## src/rtl/adaptive_average_position_signal_defines.svh

```systemverilog
// assertion macros shared by the rtl files
// clk and arst_n are taken from the module that uses the macro
`ifndef ADAPTIVE_AVERAGE_POSITION_SIGNAL_DEFINES_SVH
`define ADAPTIVE_AVERAGE_POSITION_SIGNAL_DEFINES_SVH

`ifndef ASSERT_OFF
`define AAPS_ASSERT(lbl, prop, msg) \
	lbl: assert property (@(posedge clk) disable iff (!arst_n) prop) else $error(msg);
`define AAPS_ASSERT_NEVER(lbl, expr, msg) \
	lbl: assert property (@(posedge clk) disable iff (!arst_n) !(expr)) else $error(msg);
`else
`define AAPS_ASSERT(lbl, prop, msg)
`define AAPS_ASSERT_NEVER(lbl, expr, msg)
`endif

`endif

```

## src/rtl/aaps_ram.sv

```systemverilog
module aaps_ram #(
	parameter int W     = 32,
	parameter int DEPTH = 16,
	parameter int AW    = $clog2(DEPTH)
) (
	input  logic          clk,
	input  logic          we,
	input  logic [AW-1:0] waddr,
	input  logic [W-1:0]  wdata,
	input  logic          re,
	input  logic [AW-1:0] raddr,
	output logic [W-1:0]  rdata
);
	logic [W-1:0] mem [DEPTH];

	always_ff @(posedge clk) begin
		if (we) begin
			mem[waddr] <= wdata;
		end
	end

	always_ff @(posedge clk) begin
		if (re) begin
			rdata <= mem[raddr];
		end
	end
endmodule

```

## config.mk

```make
export PLATFORM = sky130hd
export DESIGN_NAME = aaps_ram
export DESIGN_NICKNAME = d
export VERILOG_FILES = /design/src/rtl/adaptive_average_position_signal_defines.svh /design/src/rtl/aaps_ram.sv
export SDC_FILE = /design/constraint.sdc
export NUM_CORES = 1
export LEC_CHECK = 0
export BUFFER_PORTS_ARGS = -buffer_cell sky130_fd_sc_hd__buf_2
export CELL_PAD_IN_SITES_DETAIL_PLACEMENT = 1
export CELL_PAD_IN_SITES_GLOBAL_PLACEMENT = 1
export CORE_MARGIN = 2
export CORE_UTILIZATION = 30
export CTS_CLUSTER_DIAMETER = 200
export CTS_CLUSTER_SIZE = 40
export DETAILED_ROUTE_END_ITERATION = 10
export PLACE_DENSITY_LB_ADDON = 0.1
export SLEW_MARGIN = 25
export SYNTH_ARGS = -nofsm -noshare
export SYNTH_HDL_FRONTEND = slang
export SYNTH_SLANG_ARGS = --single-unit
export TNS_END_PERCENT = 1
```

## constraint.sdc

```tcl
create_clock -name clk -period 4.3 [get_ports clk]
set_input_delay 1.29 -clock clk [delete_from_list [all_inputs] [get_ports clk]]
set_output_delay 1.29 -clock clk [all_outputs]
set_load 0.01 [all_outputs]
```

Yosys cells after proc, flatten, opt, wreduce, memory -nomap -nowiden
Memories as Yosys holds them, arrays and structs flattened. A register that Yosys moved wholly into a read port is not among the register bits.
Index checks and enable logic that the tools add are counted.
{ "totals": {"output_inout_bits": 32, "ff_bits": 0, "memories": 1, "ram_bits": 512, "word_cells": 3} }
{ "memory_table": {"columns": ["memory", "words", "width", "read_ports", "rd_ports_with_merged_regs", "wr", "line_no", "rtl"], "rows": [
  ["mem", 16, 32, 1, 1, 1, "aaps_ram.sv:14", "logic [W-1:0] mem [DEPTH];"]
]} }
{ "classes": {"mux": 2} }
{ "ops": {"columns": ["op", "count"], "rows": [
  ["$mux 1", 2]
]} }

Longest topological paths before layout
{ "depth": {"depth_word": 2, "ltp_mapped": 5, "depth_no_buf": 3} }

Least setup slack after synthesis
No wires, ideal clock.
{ "synth_path": {"path_kind": "input port to flip-flop", "from": "input port waddr[2]", "to": "memory mem[0][0] (enable)", "slack_ns": -0.170, "path_stages": 2, "setup_time_ns": 0.461, "required_ns": 3.839, "t_arrival_ns": 4.008, "cell_sequence": "or3b_2 > nor3_1"} }
{ "synth_rtl": {"columns": ["element", "line_no", "rtl"], "rows": [
  ["start, declared", "aaps_ram.sv:8", "input logic [AW-1:0] waddr,"],
  ["end, declared", "aaps_ram.sv:14", null]
]} }
No word-level cell before the write port.

Final worst setup path
{ "layout_path": {"from": "input port waddr[2]", "to": "memory mem[0][5] (enable)"} }
No word-level cell before the write port.

==> flow_summary.yaml <==
global_route:
  overflow: 0
  grt_pass1_vias: 9699
  grt_pass1_wl_um: 72200
  track_usage_pct: 14.5
  grt_antenna_before_repair: 6
  grt_max_degree: 45
drt:
  wl_per_cell_um: 27.6
  routed_via_density: 4.90
  wl_um: 49600
  first_pass_iters: 5
  drt_iter0_markers: 799
  drc: 0
  ant_nets: 0
  num_vias: 8786
worst_setup_path:
  path_class: "input pin to register"
  r2r_cells: 3
  path_max_fanout: 32
  worstPathRequired_ns: 4.51
  critPathLaunchType: "input pin"
  cp_slowest_cell: "or3b_2"
  worstSetupEndpointType: "register"
  max_stage_delay_ns: 0.60
  arrival_ns: 2.77
  crit_chain: "buf_2 > or3b_2 > nor3_4 > buf_4"
clocking:
  postCtsHoldBufs: 0
  clockRootBuffer: "clkbuf_16"
  cts_setup_buffers: 0
  clk_pin_slew_ns: 0.15
  clkLatencyLatePin_ns: 0.58
  cts_tree: "done"
  cts_max_path_buffers: 3
  ctsResizeCount: 0
  htreeDepth: 1
  cts_buffers: 17
  cts_sinks: 544
synthesis:
  synthesis.instances: 838
  synth_ff_type: "edfxtp_1"
  avgSynthCellArea_sq_um: 24.1
  synth_edf_count: 544
  yosysWarnings: 0
  async_reset_ff_share_pct: 0
  synth_area_sq_um: 20200
  synth_nets: 881
  synth_seq_cells: 544
  ys_seq_area_share_pct: 81.0
  post_synth_num_cell_types: 17
hold_path:
  hp-class: "register to register"
  whs_path_depth: 3
placement:
  place_congestion: 0.662
  hpwlAfterDp_um: 24900
  numPortBuffers: 74
  placed_cells: 1774
power_and_ir_drop:
  leakage_nw: 6.80
  peakVddDrop_v: 0.000231
  power.density_nw_per_um2: 393
sta:
  relSlewSlack_pct: 48.2
  fmax_mhz: 390
  tightestPinTransition_ns: 0.777
  setup_tns_ns: 0
  setup_viol: 0
  rsz0062_at_grt: "false"
  fin_skew_ns: 0.0309
  maxSlewViolCount: 0
  finalHoldViolations: 0
  fin_crit_sh_pct: 59.6
  period_needed_ns: 2.56
finish:
  nNetsFinal: 963
  fin_cells: 1794
  areaGrowthSynthToFinish_pct: 11.1
  num-fill-cells: 6445
  drive_gt1_share_pct: 29.7
floorplan:
  start_util_pct: 30.1
  rows: 95
  fp.dieH_um: 263
  die_w_um: 263
  die_area_sq_um: 69300
  coreArea_sq_um: 66900
  top_level_ports: 75
flow_run:
  cap_violations: 0
status:
  outcome: "completed"
cell families after synthesis:
kind of cell,after synthesis,synth area share [%]
flops,544,81.0
mux,128,14.3
compound gates,64,2.38
simple gates,59,1.25
buf+inv,43,1.10
final timing paths:
check	start	end	slack (ns)
worst max register to register	mem[3][7]	rdata[7]	2.82
worst min-delay path	mem[14][5]	rdata[5]	0.75
worst max-delay path	waddr[2]	mem[0][5]	1.74
worst min register to register	mem[14][5]	rdata[5]	0.75
flip-flops by register name (all words and copies together), names as in the netlist:
name	flops
mem	512
rdata	32
synthesized netlist by cell type (2+ instances only):
master	n	area, sq um
buf_2	4	20.0
nand2_1	33	124
clkbuf_1	17	63.8
buf_4	11	82.6
nor2b_1	2	12.5
buf_6	2	22.5
nand3b_1	2	15.0
edfxtp_1	544	16300
buf_1	9	33.8
nor2_1	13	48.8
nand2b_1	2	12.5
a22oi_1	64	480
mux4_2	128	2880
nor3_1	4	20.0
cells in the final DEF, fill, tap and decap left out:
master     netlist  final
nor2_4           0     13
nand3_1          1      1
nor2b_4          0      2
buf_4           11     20
nand3b_1         2      2
buf_6            2      1
diode_2          0      2
edfxtp_1       544    544
or3b_2           1      1
buf_2            4     72
buf_12           0     12
clkbuf_16        0     17
nor3_2           0      3
inv_12           0      1
nand2b_1         2      2
nor3_4           0      1
a22oi_1         64     64
buf_8            0      1
nand2_1         33     33
mux4_2         128    128
and2_2           0      1
where the power goes:
| part | internal [W] | switching, W | leakage, nW |
|---|---|---|---|
| clock | 0.000737 | 0.00152 | 0.217 |
| sequential | 0.00597 | 0.0000342 | 4.94 |
| combinational | 0.000217 | 0.000328 | 1.64 |
metrics by stage:
step                      util (%)  hold WS, ns  power [W]  worst slack [ns]  instance area, sq um
after floorplan                  -        0.710    0.00641             0.131                 20200
after CTS                     33.5        0.759    0.00895              1.71                 22400
after global placement        32.8        0.729    0.00668              1.08                 22000
after global routing          33.5        0.791    0.00913              1.63                 22400
after detailed placement      32.8        0.732    0.00669              1.06                 22000
final                         33.5        0.751    0.00880              1.74                 22400
layer usage:
layer | track usage (%) | vias to the layer above | wire, um
met2 | 22.4 | 131 | 22600
met4 | 2.29 | 4 | 493
li1 | - | 3712 | -
met3 | 1.60 | 24 | 1640
met5 | 0 | - | 22
met1 | 22.4 | 4915 | 24800
critical path: cells and delay by family:
family                 cells  cell delay (ns)
and+or+nand+nor            2             0.74
buffers and inverters      2             0.68
final cells by class:
class                   instances  area (sq um)  area share, %
flip-flops and latches        544         16300           72.9
multi-input cells             251          3760           16.8
well taps                     873          1090           4.87
clock inverters                 1          16.3         0.0726
clock buffers                  17           425           1.90
repair buffers                106           777           3.47
diodes                          2          5.00         0.0223
No activity file was read; power rests on OpenSTA's default activity.
