===== src/rtl/adaptive_average_position_signal_defines.svh =====
// assertion macros shared by the rtl files
// clk and arst_n are taken from the module that uses the macro
`ifndef ADAPTIVE_AVERAGE_POSITION_SIGNAL_DEFINES_SVH
`define ADAPTIVE_AVERAGE_POSITION_SIGNAL_DEFINES_SVH

`ifndef ASSERT_OFF
`define AAPS_ASSERT(lbl, prop, msg) \
	lbl: assert property (@(posedge clk) disable iff (!arst_n) prop) else $error(msg);
`define AAPS_ASSERT_NEVER(lbl, expr, msg) \
	lbl: assert property (@(posedge clk) disable iff (!arst_n) !(expr)) else $error(msg);
`else
`define AAPS_ASSERT(lbl, prop, msg)
`define AAPS_ASSERT_NEVER(lbl, expr, msg)
`endif

`endif


===== src/rtl/aaps_pkg.sv =====
package aaps_pkg;

	localparam int PRICE_W     = 32;
	localparam int WINDOW_MAX  = 64;
	localparam int QUEUE_DEPTH = 16;

	localparam int DIFF_W  = PRICE_W + 1;
	localparam int CHG_W   = PRICE_W + 8;
	localparam int ABS_W   = PRICE_W + 7;
	localparam int SF_W    = 20;
	localparam int AVG_W   = 48;
	localparam int DAY_W   = 32;
	localparam int LEN_W   = $clog2(WINDOW_MAX + 1);
	localparam int RING_AW = $clog2(WINDOW_MAX);
	localparam int Q_AW    = $clog2(QUEUE_DEPTH);
	localparam int Q_CW    = $clog2(QUEUE_DEPTH + 1);

	localparam int CFG_IDX_W  = 3;
	localparam int CFG_DATA_W = 16;

	localparam logic [CFG_IDX_W-1:0] CFG_WINDOW_LENGTH = 3'd0;
	localparam logic [CFG_IDX_W-1:0] CFG_THRESHOLD     = 3'd1;
	localparam logic [CFG_IDX_W-1:0] CFG_MAX_OPEN      = 3'd2;
	localparam logic [CFG_IDX_W-1:0] CFG_MAX_HOLD      = 3'd3;
	localparam logic [CFG_IDX_W-1:0] CFG_GAIN          = 3'd4;
	localparam logic [CFG_IDX_W-1:0] CFG_ER_SCALE      = 3'd5;

	localparam logic signed [1:0] ACT_NONE = 2'sb00;
	localparam logic signed [1:0] ACT_BUY  = 2'sb01;
	localparam logic signed [1:0] ACT_SELL = 2'sb11;

	localparam int DIV_SRC_W = 19;
	localparam int DIV_QW    = 19;
	localparam int DIV_CNT_W = 5;

	typedef struct packed {
		logic                 start;
		logic [ABS_W-1:0]     rem_init;
		logic [DIV_SRC_W-1:0] src;
		logic [DIV_CNT_W-1:0] steps;
		logic [ABS_W-1:0]     divisor;
	} div_req_t;

	typedef struct packed {
		logic              busy;
		logic              done;
		logic [DIV_QW-1:0] quotient;
	} div_rsp_t;

	typedef struct packed {
		logic             rd;
		logic             go;
		logic             buy;
		logic             sell;
		logic [DAY_W-1:0] day;
	} qreq_t;

endpackage


===== src/rtl/aaps_div.sv =====
`include "adaptive_average_position_signal_defines.svh"

module aaps_div import aaps_pkg::*; (
	input  logic     clk,
	input  logic     arst_n,
	input  div_req_t req,
	output div_rsp_t rsp
);
	logic [ABS_W-1:0]     rem_q;
	logic [ABS_W-1:0]     div_q;
	logic [DIV_SRC_W-1:0] src_q;
	logic [DIV_QW-1:0]    quo_q;
	logic [DIV_CNT_W-1:0] cnt_q;
	logic                 busy_q;
	logic                 done_q;
	logic [ABS_W:0]       cand;
	logic                 ge;
	logic [ABS_W:0]       diff;

	// one restoring step per cycle
	assign cand = {rem_q, src_q[DIV_SRC_W-1]};
	assign ge   = cand >= {1'b0, div_q};
	assign diff = cand - {1'b0, div_q};

	always_ff @(posedge clk or negedge arst_n) begin
		if (!arst_n) begin
			busy_q <= 1'b0;
			done_q <= 1'b0;
			cnt_q  <= '0;
			rem_q  <= '0;
			div_q  <= '0;
			src_q  <= '0;
			quo_q  <= '0;
		end else begin
			done_q <= 1'b0;
			if (req.start) begin
				rem_q  <= req.rem_init;
				div_q  <= req.divisor;
				src_q  <= req.src;
				quo_q  <= '0;
				cnt_q  <= req.steps;
				busy_q <= 1'b1;
			end else if (busy_q) begin
				rem_q <= ge ? diff[ABS_W-1:0] : cand[ABS_W-1:0];
				src_q <= {src_q[DIV_SRC_W-2:0], 1'b0};
				quo_q <= {quo_q[DIV_QW-2:0], ge};
				cnt_q <= cnt_q - 1'b1;
				if (cnt_q == DIV_CNT_W'(1)) begin
					busy_q <= 1'b0;
					done_q <= 1'b1;
				end
			end
		end
	end

	assign rsp.busy     = busy_q;
	assign rsp.done     = done_q;
	assign rsp.quotient = quo_q;

	`AAPS_ASSERT(a_start_idle, req.start |-> !busy_q, "divider started while busy")
	`AAPS_ASSERT(a_busy_cnt, busy_q |-> cnt_q != '0, "divider busy with no steps left")
	`AAPS_ASSERT(a_done_pulse, done_q |=> !done_q && !busy_q, "divider done not a pulse")
endmodule


===== config.mk =====
export PLATFORM = sky130hd
export DESIGN_NAME = aaps_div
export DESIGN_NICKNAME = d
export VERILOG_FILES = /design/src/rtl/aaps_pkg.sv /design/src/rtl/aaps_div.sv
export VERILOG_INCLUDE_DIRS = /design/src /design/src/rtl
export SDC_FILE = /design/constraint.sdc
export NUM_CORES = 1
export LEC_CHECK = 0
export BUFFER_PORTS_ARGS = -buffer_cell sky130_fd_sc_hd__buf_2
export CORE_ASPECT_RATIO = 2
export CORE_UTILIZATION = 30
export DETAILED_ROUTE_END_ITERATION = 8
export PLACE_DENSITY = 0.56
export SETUP_SLACK_MARGIN = 0.05
export SYNTH_ARGS = -nofsm -noshare
export SYNTH_HDL_FRONTEND = slang
export SYNTH_SLANG_ARGS = --single-unit

===== constraint.sdc =====
create_clock -name clk -period 3.6 [get_ports clk]
set_input_delay 0.18 -clock clk [delete_from_list [all_inputs] [get_ports clk]]
set_output_delay 0.18 -clock clk [all_outputs]
set_load 0.03 [all_outputs]

Yosys cells after proc, flatten, opt, wreduce, memory -nomap -nowiden
Index checks and enable logic that the tools add are counted.
{"block": "op_classes", "n_addsub": 2, "mul": 0, "div_mod_pow": 0, "magnitude_cmp": 1, "eq_ne": 1, "n_shift": 0, "muxes": 15, "bitwise_logic": 0, "reduce_logical": 1}
{"operator": "39-bit two-way mux", "n": 3}
{"operator": "19-bit two-way mux", "n": 4}
{"operator": "40-bit by 39-bit greater-or-equal comparator with 1-bit output", "n": 1}
{"operator": "39-bit subtractor", "n": 1}
{"operator": "5-bit two-way mux", "n": 2}
{"operator": "1-bit two-way mux", "n": 6}
{"operator": "5-bit by 1-bit equality test with 1-bit output (second input constant)", "n": 1}
{"operator": "5-bit by 1-bit subtractor with 5-bit output (second input constant)", "n": 1}
{"operator": "2-bit nonzero test", "n": 1}
{"block": "totals", "reg_bits": 123, "latchBits": 0, "ram_bits": 0, "mem_bits_ro": 0, "input_bits": 105, "output_inout_bits": 21, "elab_cells": 27, "n_memories": 0}

Longest topological paths before layout
{"block": "logic_depth", "word_depth": 4, "depth_mapped": 14, "mapped_depth_nobuf": 12}

Worst setup path after synthesis
Ideal clock, no wire load.
{"block": "synth_path", "path_type": "register -> register", "start": "reg rem_q[7]", "end": "reg rem_q[37]", "setup_time_ns": 0.120, "arrival_ns": 2.644, "required_ns": 3.480, "slack_ns": 0.837, "path_stages_with_launch": 12, "path_buffers": 1, "period_less_slack_ns": 2.763, "path_cell_list": "dfrtp_1 ha_1 buf_6 a211oi_2 o21ai_1 a21o_1 a211oi_2 o31ai_1 o31ai_2 a2111oi_1 or3_1 a31o_1"}
{"block": "synth_via", "elab_chain_cells": 4, "elab_cells_between_ends": 5, "cone_classes": "add/sub (1); order compare (1); mux (3)"}
{"item": "start, declared", "line": "aaps_div.sv:9", "source": "logic [ABS_W-1:0] rem_q;"}
{"item": "start signal, assigned", "line": "aaps_div.sv:37", "source": "rem_q <= req.rem_init;"}
{"item": "start signal, assigned", "line": "aaps_div.sv:44", "source": "rem_q <= ge ? diff[ABS_W-1:0] : cand[ABS_W-1:0];"}
{"item": "39-bit subtractor / 40-bit by 39-bit greater-or-equal comparator with 1-bit output (equally long branches)", "line": "aaps_div.sv:23, aaps_div.sv:22"}
{"item": "39-bit two-way mux (*)", "line": "aaps_div.sv:44"}
{"item": "39-bit two-way mux (*)", "line": "aaps_div.sv:43", "source": "end else if (busy_q) begin"}
{"item": "39-bit two-way mux (*)", "line": "aaps_div.sv:36", "source": "if (req.start) begin"}
Mark *: on every way between the ends. The rest lies on a longest branch, timed or not. The select of a mux whose other input is x is not followed.
A chain may end at the register's enable or synchronous reset.

Worst setup path in the final report
{"block": "layout_path", "start": "reg src_q[18]", "end": "reg rem_q[31]"}
{"block": "layout_via", "elab_chain_cells": 4, "elab_cells_between_ends": 5, "cone_classes": "add/sub (1); order compare (1); mux (3)"}
{"item": "start, declared", "line": "aaps_div.sv:11", "source": "logic [DIV_SRC_W-1:0] src_q;"}
{"item": "start signal, assigned", "line": "aaps_div.sv:39", "source": "src_q <= req.src;"}
{"item": "start signal, assigned", "line": "aaps_div.sv:45", "source": "src_q <= {src_q[DIV_SRC_W-2:0], 1'b0};"}
{"item": "39-bit subtractor / 40-bit by 39-bit greater-or-equal comparator with 1-bit output (equally long branches)", "line": "aaps_div.sv:23, aaps_div.sv:22"}
{"item": "39-bit two-way mux (*)", "line": "aaps_div.sv:44"}
{"item": "39-bit two-way mux (*)", "line": "aaps_div.sv:43"}
{"item": "39-bit two-way mux (*)", "line": "aaps_div.sv:36"}
Marked as above.

==> metrics.md <==
| Metric | Value |
|---|---|
| Outcome | `finished, final reports clean` |
| Pre-CTS worst setup slack | `0.159 ns` |
| Clock root buffer | `clkbuf_16` |
| Fillers | `2,621` |
| Worst hold path class | `in -> reg` |
| Vias in the first global route | `7,488` |
| Buffers and inverters on the worst path | `2` |
| Origin of the worst setup path | `src_q[18]` |
| Max clock buf depth | `2` |
| Top FF cell, synth | `dfrtp_1` |
| Initial Utilization | `30.6%` |
| DRT antenna net count | `0` |
| Synth Net Count | `1,082` |
| Syn Std Cell Area | `7930 um^2` |
| Final WL | `24,100 um` |
| Synth Register Bits | `123` |
| Worst r2r src | `src_q[18]` |
| Largest net degree at the start of global routing | `223` |
| Row cnt | `83` |
| Num Clock Sinks | `123` |
| Fin Setup TNS | `0 ns` |
| Worst-skew pair later-pin latency | `0.43 ns` |
| Minimum clock period after layout | `3.29 ns` |
| CP arrival | `3.61 ns` |
| Post-synth EDFFs | `0` |
| Die Y | `232 um` |
| Clock skew | `0.00738 ns` |
| Worst Path Max Fanout | `13` |
| Core area | `25,900 um^2` |
| Final nets | `1,265` |
| Area Overhead vs Synth | `31.2%` |
| I/O Buffers | `125` |
| Most frequent cells in the layout | `151 x nand2_1, 123 x buf_2, 122 x dfrtp_1, 90 x o21ai_0, 89 x dlygate4sd3_1` |
| Die ar. | `27,100 um^2` |
| VDD IR-drop max | `0.356 mV` |
| WL/cell | `16.4 um` |
| CP Cell Sequence | `inv_1, ha_1, fa_1, nand2b_1, a21oi_1, a41oi_1, a31oi_1, o211ai_1, and2_1, buf_4, o311a_1, o311ai_1` |
| CP required | `3.92 ns` |
| PD cells | `762 nW/um^2` |
| Critical path's slowest cell | `dfrtp_1` |
| Via count | `7,442` |
| Worst rel slew slack | `33.9%` |
| Placer Congestion | `0.869` |
| Clock slew at reported path FFs | `0.06 ns` |
| Maxcap violations | `0` |
| Crit path launch type | `flip-flop` |
| Leak | `5.11 nW` |
| Final HPWL DP | `17,100 um` |
| First-pass GRT wire length | `38,000 um` |
| Unrepaired setup endpoints after global routing | `false` |
| Syn Inst Count | `935` |
| Iter 0 DRT Violations | `287` |
| # DRC | `0` |
| Worst setup margin | `0.313 ns` |
| Die W | `117 um` |
| H-tree levels | `4` |
| Ys Warns | `0` |
| Synth async-reset ratio | `100%` |
| # IOs | `126` |
| Hold Path Origin | `req[19]` |
| Fmax | `0.304 GHz` |
| Final worst-path cycle share | `91.3%` |
| Library cells used by synthesis | `68` |
| Synth Area per Inst | `8.48 um^2` |
| Vias/cell | `5.06` |
| Critical path type | `reg -> reg` |
| Final Slew Violations | `0` |
| Share of layout cells above drive strength 1 | `16.4%` |
| Worst-Margin Slew | `0.992 ns` |
| Final hold vios | `0` |
| Total gr overflow | `0` |
| Most common cell after layout, fill and taps aside | `nand2_1` |
| Initial antenna violation count | `0` |
| CP endpoint kind | `flip-flop` |
| Sequential fraction of the synthesis area | `38.8%` |
| CTS tree | `done` |
| TritonRoute pass-1 iters | `5` |
| Max stage delay on crit path | `0.39 ns` |
| Antenna cells | `0` |
| Global-route usage over all layers | `18.5%` |
| TritonCTS buffer count | `17` |
| Setup violators final | `0` |
| Worst path top cell family by delay | `compound AO/OA/AOI/OAI gates` |
==> report_power, final <==
group / internal (mW) / switching, mW
combinational: 1.71 / 2.34
clock: 1.26 / 0.670
sequential: 1.69 / 0.255
==> Yosys cell counts (11+ instances only) <==
cell / n / area share (%)
xor2_1: 15 / 1.7
nand2b_1: 15 / 1.2
a21o_1: 33 / 3.1
a31oi_1: 14 / 1.1
xnor2_1: 18 / 2.0
clkbuf_1: 43 / 2.0
a311oi_1: 17 / 1.9
o21ai_0: 90 / 5.7
nand3_1: 19 / 1.2
mux2i_1: 39 / 4.9
dfrtp_1: 123 / 39
nor2_1: 71 / 3.4
nor2b_1: 11 / 0.87
a21oi_1: 53 / 3.3
inv_1: 52 / 2.5
ha_1: 41 / 6.5
nand2_1: 151 / 7.2
==> worst register-to-register path: stages (launching register included) <==
cell	delay (ns)
dfrtp_1	0.39
inv_1	0.06
ha_1	0.21
fa_1	0.38
nand2b_1	0.19
a21oi_1	0.27
a41oi_1	0.20
a31oi_1	0.20
o211ai_1	0.11
and2_1	0.32
buf_4	0.26
o311a_1	0.30
o311ai_1	0.28
==> stage by stage <==
| stage | power, mW | hold slack, ns | std cells | cell area [um^2] | util (%) |
|---|---|---|---|---|---|
| finish | 7.93 | 0.00910 | 1471 | 10400 | 40.2 |
| global placement | 5.87 | 0.255 | 1350 | 8840 | 34.2 |
| floorplan | 4.88 | -0.116 | 935 | 7930 | - |
| CTS | 7.98 | 0.00499 | 1471 | 10400 | 40.2 |
| global route | 8.50 | 0.0301 | 1471 | 10400 | 40.2 |
| detailed placement | 5.90 | 0.255 | 1350 | 8840 | 34.2 |
==> sequential cells by signal, indices dropped and copies added, names as in the netlist <==
name / count
src_q: 19
busy_q: 1
done_q: 1
cnt_q: 5
rem_q: 39
div_q: 39
quo_q: 19
==> cell type report <==
class	instances	area (um^2)	area share, %
timing repair buffer	226	1640	15.8
multi-input combinational	698	4410	42.4
clock buffer	21	460	4.43
inverter	52	195	1.88
clock inverter	11	191	1.84
tap	340	425	4.09
sequential	123	3080	29.6
==> layer usage <==
layer	vias to the layer above	routed length, um	track usage (%)
li1	3653	-	-
met1	3568	9070	19.1
met2	177	13500	34.9
met3	44	639	2.79
met4	0	886	9.81
met5	-	0	0
==> worst paths after layout <==
| path | endpoint | slack (ns) | cells past startpoint |
|---|---|---|---|
| max | rem_q[31] | 0.31 | 12 |
| min in group asynchronous | rem_q[7] | 0.33 | 2 |
| max reg2reg | rem_q[31] | 0.31 | 12 |
| min | div_q[19] | 0.009 | 3 |
| max in group asynchronous | div_q[30] | 2.39 | 3 |
| min reg2reg | div_q[0] | 0.53 | 1 |
==> repair_timing <==
action                                  CTS  global route
endpoints found under the hold margin   132             0
resized for setup                         0             3
endpoints found under the setup margin    0             2
setup buffers                             0             0
hold buffers                             89             0
==> kinds of logic (layout without fill, tap and decap cells) <==
family | after synthesis | after routing | synth area share [%]
simple gates | 299 | 299 | 16.5
compound gates | 282 | 282 | 23.2
flops | 123 | 123 | 38.8
buf+inv | 114 | 310 | 5.76
fa+ha+maj | 42 | 42 | 6.73
mux | 42 | 42 | 5.35
xor+xnor | 33 | 33 | 3.65
Note: power is estimated with default switching activity, not from simulation.
