## src/rtl/adaptive_average_position_signal_defines.svh

```systemverilog
// assertion macros shared by the rtl files
// clk and arst_n are taken from the module that uses the macro
`ifndef ADAPTIVE_AVERAGE_POSITION_SIGNAL_DEFINES_SVH
`define ADAPTIVE_AVERAGE_POSITION_SIGNAL_DEFINES_SVH

`ifndef ASSERT_OFF
`define AAPS_ASSERT(lbl, prop, msg) \
	lbl: assert property (@(posedge clk) disable iff (!arst_n) prop) else $error(msg);
`define AAPS_ASSERT_NEVER(lbl, expr, msg) \
	lbl: assert property (@(posedge clk) disable iff (!arst_n) !(expr)) else $error(msg);
`else
`define AAPS_ASSERT(lbl, prop, msg)
`define AAPS_ASSERT_NEVER(lbl, expr, msg)
`endif

`endif

```

## src/rtl/aaps_pkg.sv

```systemverilog
package aaps_pkg;

	localparam int PRICE_W     = 32;
	localparam int WINDOW_MAX  = 64;
	localparam int QUEUE_DEPTH = 16;

	localparam int DIFF_W  = PRICE_W + 1;
	localparam int CHG_W   = PRICE_W + 8;
	localparam int ABS_W   = PRICE_W + 7;
	localparam int SF_W    = 20;
	localparam int AVG_W   = 48;
	localparam int DAY_W   = 32;
	localparam int LEN_W   = $clog2(WINDOW_MAX + 1);
	localparam int RING_AW = $clog2(WINDOW_MAX);
	localparam int Q_AW    = $clog2(QUEUE_DEPTH);
	localparam int Q_CW    = $clog2(QUEUE_DEPTH + 1);

	localparam int CFG_IDX_W  = 3;
	localparam int CFG_DATA_W = 16;

	localparam logic [CFG_IDX_W-1:0] CFG_WINDOW_LENGTH = 3'd0;
	localparam logic [CFG_IDX_W-1:0] CFG_THRESHOLD     = 3'd1;
	localparam logic [CFG_IDX_W-1:0] CFG_MAX_OPEN      = 3'd2;
	localparam logic [CFG_IDX_W-1:0] CFG_MAX_HOLD      = 3'd3;
	localparam logic [CFG_IDX_W-1:0] CFG_GAIN          = 3'd4;
	localparam logic [CFG_IDX_W-1:0] CFG_ER_SCALE      = 3'd5;

	localparam logic signed [1:0] ACT_NONE = 2'sb00;
	localparam logic signed [1:0] ACT_BUY  = 2'sb01;
	localparam logic signed [1:0] ACT_SELL = 2'sb11;

	localparam int DIV_SRC_W = 19;
	localparam int DIV_QW    = 19;
	localparam int DIV_CNT_W = 5;

	typedef struct packed {
		logic                 start;
		logic [ABS_W-1:0]     rem_init;
		logic [DIV_SRC_W-1:0] src;
		logic [DIV_CNT_W-1:0] steps;
		logic [ABS_W-1:0]     divisor;
	} div_req_t;

	typedef struct packed {
		logic              busy;
		logic              done;
		logic [DIV_QW-1:0] quotient;
	} div_rsp_t;

	typedef struct packed {
		logic             rd;
		logic             go;
		logic             buy;
		logic             sell;
		logic [DAY_W-1:0] day;
	} qreq_t;

endpackage

```

## src/rtl/aaps_ram.sv

```systemverilog
module aaps_ram #(
	parameter int W     = 32,
	parameter int DEPTH = 16,
	parameter int AW    = $clog2(DEPTH)
) (
	input  logic          clk,
	input  logic          we,
	input  logic [AW-1:0] waddr,
	input  logic [W-1:0]  wdata,
	input  logic          re,
	input  logic [AW-1:0] raddr,
	output logic [W-1:0]  rdata
);
	logic [W-1:0] mem [DEPTH];

	always_ff @(posedge clk) begin
		if (we) begin
			mem[waddr] <= wdata;
		end
	end

	always_ff @(posedge clk) begin
		if (re) begin
			rdata <= mem[raddr];
		end
	end
endmodule

```

## src/rtl/aaps_queue.sv

```systemverilog
`include "adaptive_average_position_signal_defines.svh"

module aaps_queue import aaps_pkg::*; (
	input  logic              clk,
	input  logic              arst_n,
	input  qreq_t             req,
	input  logic [4:0]        max_open,
	input  logic [15:0]       max_hold,
	output logic signed [1:0] action
);
	logic [Q_AW-1:0]   head_q;
	logic [Q_CW-1:0]   count_q;
	logic              long_q;
	logic signed [1:0] action_q;
	logic [DAY_W-1:0]  entry;
	logic [Q_CW-1:0]   cap;
	logic              empty;
	logic              held;
	logic              pop;
	logic              same;
	logic              push;
	logic [Q_CW-1:0]   cnt1;
	logic [Q_AW-1:0]   head1;
	logic              room;
	logic              we;
	logic [Q_AW-1:0]   waddr;

	aaps_ram #(.W(DAY_W), .DEPTH(QUEUE_DEPTH)) u_entry_ram (
		.clk   (clk),
		.we    (we),
		.waddr (waddr),
		.wdata (req.day),
		.re    (req.rd),
		.raddr (head_q),
		.rdata (entry)
	);

	always_comb begin
		cap   = (32'(max_open) > 32'(QUEUE_DEPTH)) ? Q_CW'(QUEUE_DEPTH) : Q_CW'(max_open);
		empty = count_q == '0;
		held  = (req.day - entry) >= {16'd0, max_hold};
		pop   = !empty && (held || (long_q && req.sell) || (!long_q && req.buy));
		same  = (long_q && req.buy) || (!long_q && req.sell);
		push  = !empty && same && ((count_q < cap) || pop);
		cnt1  = count_q - Q_CW'(pop);
		head1 = head_q + Q_AW'(pop);
		room  = cnt1 < Q_CW'(QUEUE_DEPTH);
		we    = req.go && (empty ? (req.buy || req.sell) : (push && room));
		waddr = empty ? head_q : head1 + cnt1[Q_AW-1:0];
	end

	always_ff @(posedge clk or negedge arst_n) begin
		if (!arst_n) begin
			head_q   <= '0;
			count_q  <= '0;
			long_q   <= 1'b0;
			action_q <= ACT_NONE;
		end else if (req.go) begin
			if (empty) begin
				if (req.buy || req.sell) begin
					count_q  <= Q_CW'(1);
					long_q   <= req.buy;
					action_q <= req.buy ? ACT_BUY : ACT_SELL;
				end else begin
					action_q <= ACT_NONE;
				end
			end else begin
				head_q  <= head1;
				count_q <= cnt1 + Q_CW'(push && room);
				if (push && pop) begin
					action_q <= ACT_NONE;
				end else if (push) begin
					action_q <= long_q ? ACT_BUY : ACT_SELL;
				end else if (pop) begin
					action_q <= long_q ? ACT_SELL : ACT_BUY;
				end else begin
					action_q <= ACT_NONE;
				end
			end
		end
	end

	assign action = action_q;

	`AAPS_ASSERT(a_count_max, count_q <= Q_CW'(QUEUE_DEPTH), "queue count above depth")
	`AAPS_ASSERT_NEVER(a_buy_sell, req.go && req.buy && req.sell, "buy and sell together")
	`AAPS_ASSERT(a_idle_empty, req.go && empty && !req.buy && !req.sell |=> count_q == '0,
		"empty queue filled without signal")
endmodule

```

## config.mk

```make
export PLATFORM = sky130hd
export DESIGN_NAME = aaps_queue
export DESIGN_NICKNAME = d
export VERILOG_FILES = /design/src/rtl/aaps_pkg.sv /design/src/rtl/aaps_ram.sv /design/src/rtl/aaps_queue.sv
export VERILOG_INCLUDE_DIRS = /design/src /design/src/rtl
export SDC_FILE = /design/constraint.sdc
export NUM_CORES = 1
export LEC_CHECK = 0
export BUFFER_PORTS_ARGS = -buffer_cell sky130_fd_sc_hd__buf_2
export CAP_MARGIN = 30
export CORE_AREA = 2 2 195 197
export CTS_BUF_LIST = sky130_fd_sc_hd__clkbuf_2 sky130_fd_sc_hd__clkbuf_4 sky130_fd_sc_hd__clkbuf_8
export DETAILED_ROUTE_END_ITERATION = 10
export DIE_AREA = 0 0 197 199
export PLACE_DENSITY_LB_ADDON = 0.2
export SYNTH_ARGS = -nofsm -noshare
export SYNTH_HDL_FRONTEND = slang
export SYNTH_SLANG_ARGS = --single-unit
```

## constraint.sdc

```tcl
create_clock -name clk -period 10.8 [get_ports clk]
set_clock_uncertainty 0.1 [all_clocks]
set_input_delay 1.08 -clock clk [delete_from_list [all_inputs] [get_ports clk]]
set_output_delay 1.08 -clock clk [all_outputs]
set_load 0.005 [all_outputs]
```

Word-level counts from Yosys, hierarchy flattened
Memories as Yosys holds them, arrays and structs flattened. A register that Yosys moved wholly into a read port is not among the register bits.
Cells that the tools add are included.
- bits in registers: 12
- memory bits (writable): 512
- input bits: 59
- output and inout port bits: 2
- memories kept: 1
- memories (name ; words ; bits a word ; rd ports ; clocked after memory_dff ; wr ports ; RTL line ; text):
    u_entry_ram.mem ; 16 ; 32 ; 1 ; 1 ; 1 ; aaps_ram.sv:14 ; logic [W-1:0] mem [DEPTH];
- add/subtract/negate cells: 5
- order comparisons: 4
- eq/ne operators: 1
- mux-type cells: 15
- bitwise logic cells: 1
- reductions and logical operators: 21
- operator list (operator ; count):
    $ge 32x16->1 ; 1
    $sub 32x32->32 ; 1
    $mux 2 ; 8
    $mux 5 ; 3
    $logic_and 1x1->1 ; 10
    $add 5x1->5 ; 1
    $gt 5x5->1 const B ; 1
    $logic_not 5->1 ; 1
    $logic_or 1x1->1 ; 5
    $lt 5x5->1 ; 1
    $lt 5x5->1 const B ; 1
    $sub 5x1->5 ; 1
    $add 4x1->4 ; 1
    $add 4x4->4 ; 1
    $mux 4 ; 1
    $reduce_and 2->1 ; 2
    $mux 1 ; 3
    $reduce_and 3->1 ; 1
    $logic_not 1->1 ; 2
    $ne 2x1->1 const B ; 1
    $not 1->1 ; 1

Longest topological paths before layout
- depth after elaboration: 12
- mapped depth: 31

Hierarchy
A second synthesis with hierarchy kept.
- cell total of the unflattened synthesis: 1311
- area total of the unflattened synthesis: 23561.3 um2
- modules (own cells, without submodules) (module ; instances ; cells an instance ; area each (um2)):
    aaps_ram ; 1 ; 838 ; 20174.3
    aaps_queue ; 1 ; 473 ; 3387.0

Worst setup path before layout
No wires, ideal clock.
- kind: input to register
- start point: input port req[0] (netlist bit)
- end point: memory u_entry_ram.mem[12][0] (enable)
- data arrival time: 7.662 ns
- slack: 2.606 ns
- stages: 29
- buffers on the path: 0
- cell sequence: inv_1 -> ha_1 -> fa_1 -> nor2b_4 -> o2111ai_2 -> nand2_1 -> a21oi_1 -> o21ai_0 -> xnor2_1 -> ha_1 -> a21o_1 -> a21oi_1 -> o31ai_1 -> o41ai_1 -> nand4b_1 -> nor4_4 -> nand4_4 -> nor2b_1 -> ha_1 -> ha_1 -> inv_1 -> ha_1 -> a31o_2 -> a21oi_1 -> xnor2_1 -> nor2_1 -> xor2_1 -> nand2_1 -> a21oi_1
- longest elaborated chain between the ends: 12
- ends and longest elaborated chain (item ; RTL line ; text):
    start, declared ; aaps_queue.sv:6 ; input qreq_t req,
    $sub 32x32->32 * ; aaps_queue.sv:41 ; held = (req.day - entry) >= {16'd0, max_hold};
    $ge 32x16->1 * ; aaps_queue.sv:41 ;
    $logic_or 1x1->1 * (2 in series) ; aaps_queue.sv:42 ; pop = !empty && (held || (long_q && req.sell) || (!long_q && req.buy));
    $logic_and 1x1->1 * ; aaps_queue.sv:42 ;
    $sub 5x1->5 / $logic_or 1x1->1 (equally long branches) ; aaps_queue.sv:45, aaps_queue.sv:44 ;
    $lt 5x5->1 / $logic_and 1x1->1 (equally long branches) ; aaps_queue.sv:47, aaps_queue.sv:44 ;
    $logic_and 1x1->1 ; aaps_queue.sv:48 ; we = req.go && (empty ? (req.buy || req.sell) : (push && room));
    $mux 1 ; aaps_queue.sv:48 ;
    $logic_and 1x1->1 ; aaps_queue.sv:48 ;
    $mux 1 ; aaps_ram.sv:17 ; if (we) begin
    $mux 1 (not written as such) ; aaps_ram.sv:18 ; mem[waddr] <= wdata;
    end, declared ; aaps_ram.sv:14 ;
Every way passes the cells marked *; elsewhere a longest branch is shown, timed or not.

Final worst setup path
- start point: input port req[0] (netlist bit)
- end point: memory u_entry_ram.mem[15][25] (enable)
Same word-level chain as after synthesis.

==> metrics.txt <==
outcome=complete, no violations; maxcap violations=0; Cell Pwr Density=286 nW/um^2; Setup TNS Final=0 ns; core box area=37100 um^2; routed length per instance=27.1 um; Final setup viols=0; area grow syn2layout=12.4%; Clock Sinks=556; clk root buf=clkbuf_8; syn_area_per_cell=18.9 um^2; post-CTS resize count=0; total CTS buffers=85; setup bufs post-CTS=0; RD Place Congestion=0.906; initial antenna violation count=0; CP required=11.03 ns; Worst setup SP type=input pin; Final Hold Fails=0; row cnt=71; cts hold-fix bufs=0; Synth area leaders=edfxtp_1 69%, mux4_2 15%, ha_1 3.1%, dfrtp_1 1.3%, a21oi_1 1.2%; fin util=0.720; first-pass detailed-route iteration total=5; leakage=8.98 nW; top cell type's share of synthesized area=0.687; CTS tree=yes; Reg clk slew, reported paths=0.06 ns; VDD IR-drop max=0.174 mV; Async S/R FF share, synth=0.0216; part of the cycle the worst path needs=0.752; Buf+Inv Stages, Crit Path=4; Crit path largest cell delay=0.80 ns; count of input and output buffers=60; Finished Layout Cells=1923; Post-synth EDFFs=544; vias in the first global route=12800; Post-Syn Area=23800 um^2; Yosys reg bits=556; ANT cells=0; YS warnings=0; register area share after synthesis=0.699; prevailing post-synth register cell=edfxtp_1; Die Wd=197 um; Max Clk Rate=123 MHz; Top Ports=61; Rel. slew slack=0.336; largest net degree at the start of global routing=55; Slew Viols, Final=0; H-tree Lvls=3; Cells after DPL=1771; Total Power=7.64 mW; drt total wl=52.1 mm; unrepaired setup endpoints after global routing=false; Post-Synthesis Net Count=1377; die span in y=199 um; Tot GR Track Use=0.278; most frequent cell after synthesis=edfxtp_1; via count=12500; Critical Path End Type=flip-flop; slowest CP cell=a21oi_4; kind of cell adding the most delay to the critical path=compound AO/OA/AOI/OAI gates; Period minus WS final=8.12 ns; Max Fanout on Critical Path=21; Via density=6.52; DRC viols=0; Initial Util=0.641; most used cell, CP=ha_1; critical path data arrival time=8.34 ns; kind of critical path=input pin to flip-flop; worst slew pin tran=0.994 ns; DP HPWL=32.0 mm; synth unique cells=73; FF-to-FF setup slack=3.01 ns; Nets=1505; CTS max path bufs=3; residual overflow from global routing=0; clock latency on the worst-skew pair=0.66 ns; number of DRC markers in iteration 0=1403; first-pass GRT wire length=78.0 mm; Hold Crit Class=input pin to asynchronous set/reset pin; share of layout cells above drive strength 1=0.291; die area=39200 um^2; Post-DRT Antenna Nets=0; Yosys top cell by area=edfxtp_1; top cells by count, synth=544 x edfxtp_1, 160 x mux4_2, 66 x inv_1; Synth Instances=1257
-- routing by layer --
metal,wire [um],GRT usage,part of all wire,up-vias
met2,25600,0.442,0.49,584
met5,0,0,0,-
met1,20900,0.390,0.40,6461
li1,-,-,-,5410
met4,1170,0.0936,0.022,0
met3,4380,0.0622,0.084,77
-- flip-flops by register name, indices dropped and copies added (netlist names) --
signal	count
action	2
count_q	5
head_q	4
long_q	1
u_entry_ram.mem	512
u_entry_ram.rdata	32
-- cells by family (layout without fill, tap and decap cells) --
kind of cell	Yosys count	count (layout)	synth area share
simple gates	158	158	0.0355
buf+inv	115	307	0.0183
flops	556	556	0.699
xor+xnor	33	33	0.0122
compound gates	167	167	0.0473
fa+ha+maj	61	61	0.0327
mux	167	167	0.155
-- report_power, final --
group          leakage, nW  total [mW]  switching (mW)  internal [mW]
logic                 3.02        2.86            1.61           1.25
registers             5.06        2.99           0.167           2.83
clock network        0.894        1.78           0.801          0.977
total                 8.98        7.64            2.58           5.06
-- placed cells by master (no fill, tap or decap), drive strengths merged, types with 10 or more instances in the layout --
master  Yosys  layout
xor2       11      11
buf        20      90
mux4      160     160
ha         59      59
nor2b      10      10
o21ai      28      28
a21oi      60      60
nor2       34      34
clkbuf     29     104
inv        66      67
dfrtp      12      12
nand2      48      48
a21o       12      12
nand3      14      14
edfxtp    544     544
xnor2      22      22
clkinv      0      36
o21a       10      10
-- path summary, 6_finish.rpt --
check	from	cells past startpoint	end
setup / recovery	req[0]	31	u_entry_ram.mem[15][25]
hold / removal	arst_n	1	long_q
setup reg to reg	u_entry_ram.rdata[1]	30	u_entry_ram.mem[15][25]
hold reg to reg	action[0]	2	action[0]
max in group asynchronous	arst_n	1	head_q[0]
min in group clk	action[0]	2	action[0]
-- layout make-up --
class                           count  area (um^2)
Clock inverter                     47          394
Inverter                           66          248
Sequential cell                   556        16600
Tap cell                          474          593
Clock buffer                      104         1330
Timing Repair Buffer               90          626
Multi-Input combinational cell    586         6900
Fill cell                        2267        10400
-- worst register-to-register path: cells and delay by family (launching register included) --
kind,cells,cell delay [ns]
compound gates,11,2.70
simple gates,8,1.86
fa+ha+maj,5,1.23
buf+inv,3,0.58
xor+xnor,3,0.52
flops,1,0.49
-- stage by stage --
step / hold slack, ns / cell area [um^2] / setup slack [ns]
finish: 0.195 / 26700 / 2.68
CTS: 0.162 / 26700 / 2.68
floorplan: 0.427 / 23800 / 2.61
detailed placement: 0.472 / 25000 / 2.01
global placement: 0.464 / 24900 / 2.22
global route: 0.182 / 26700 / 2.25
No activity file was read; power rests on OpenSTA's default activity.
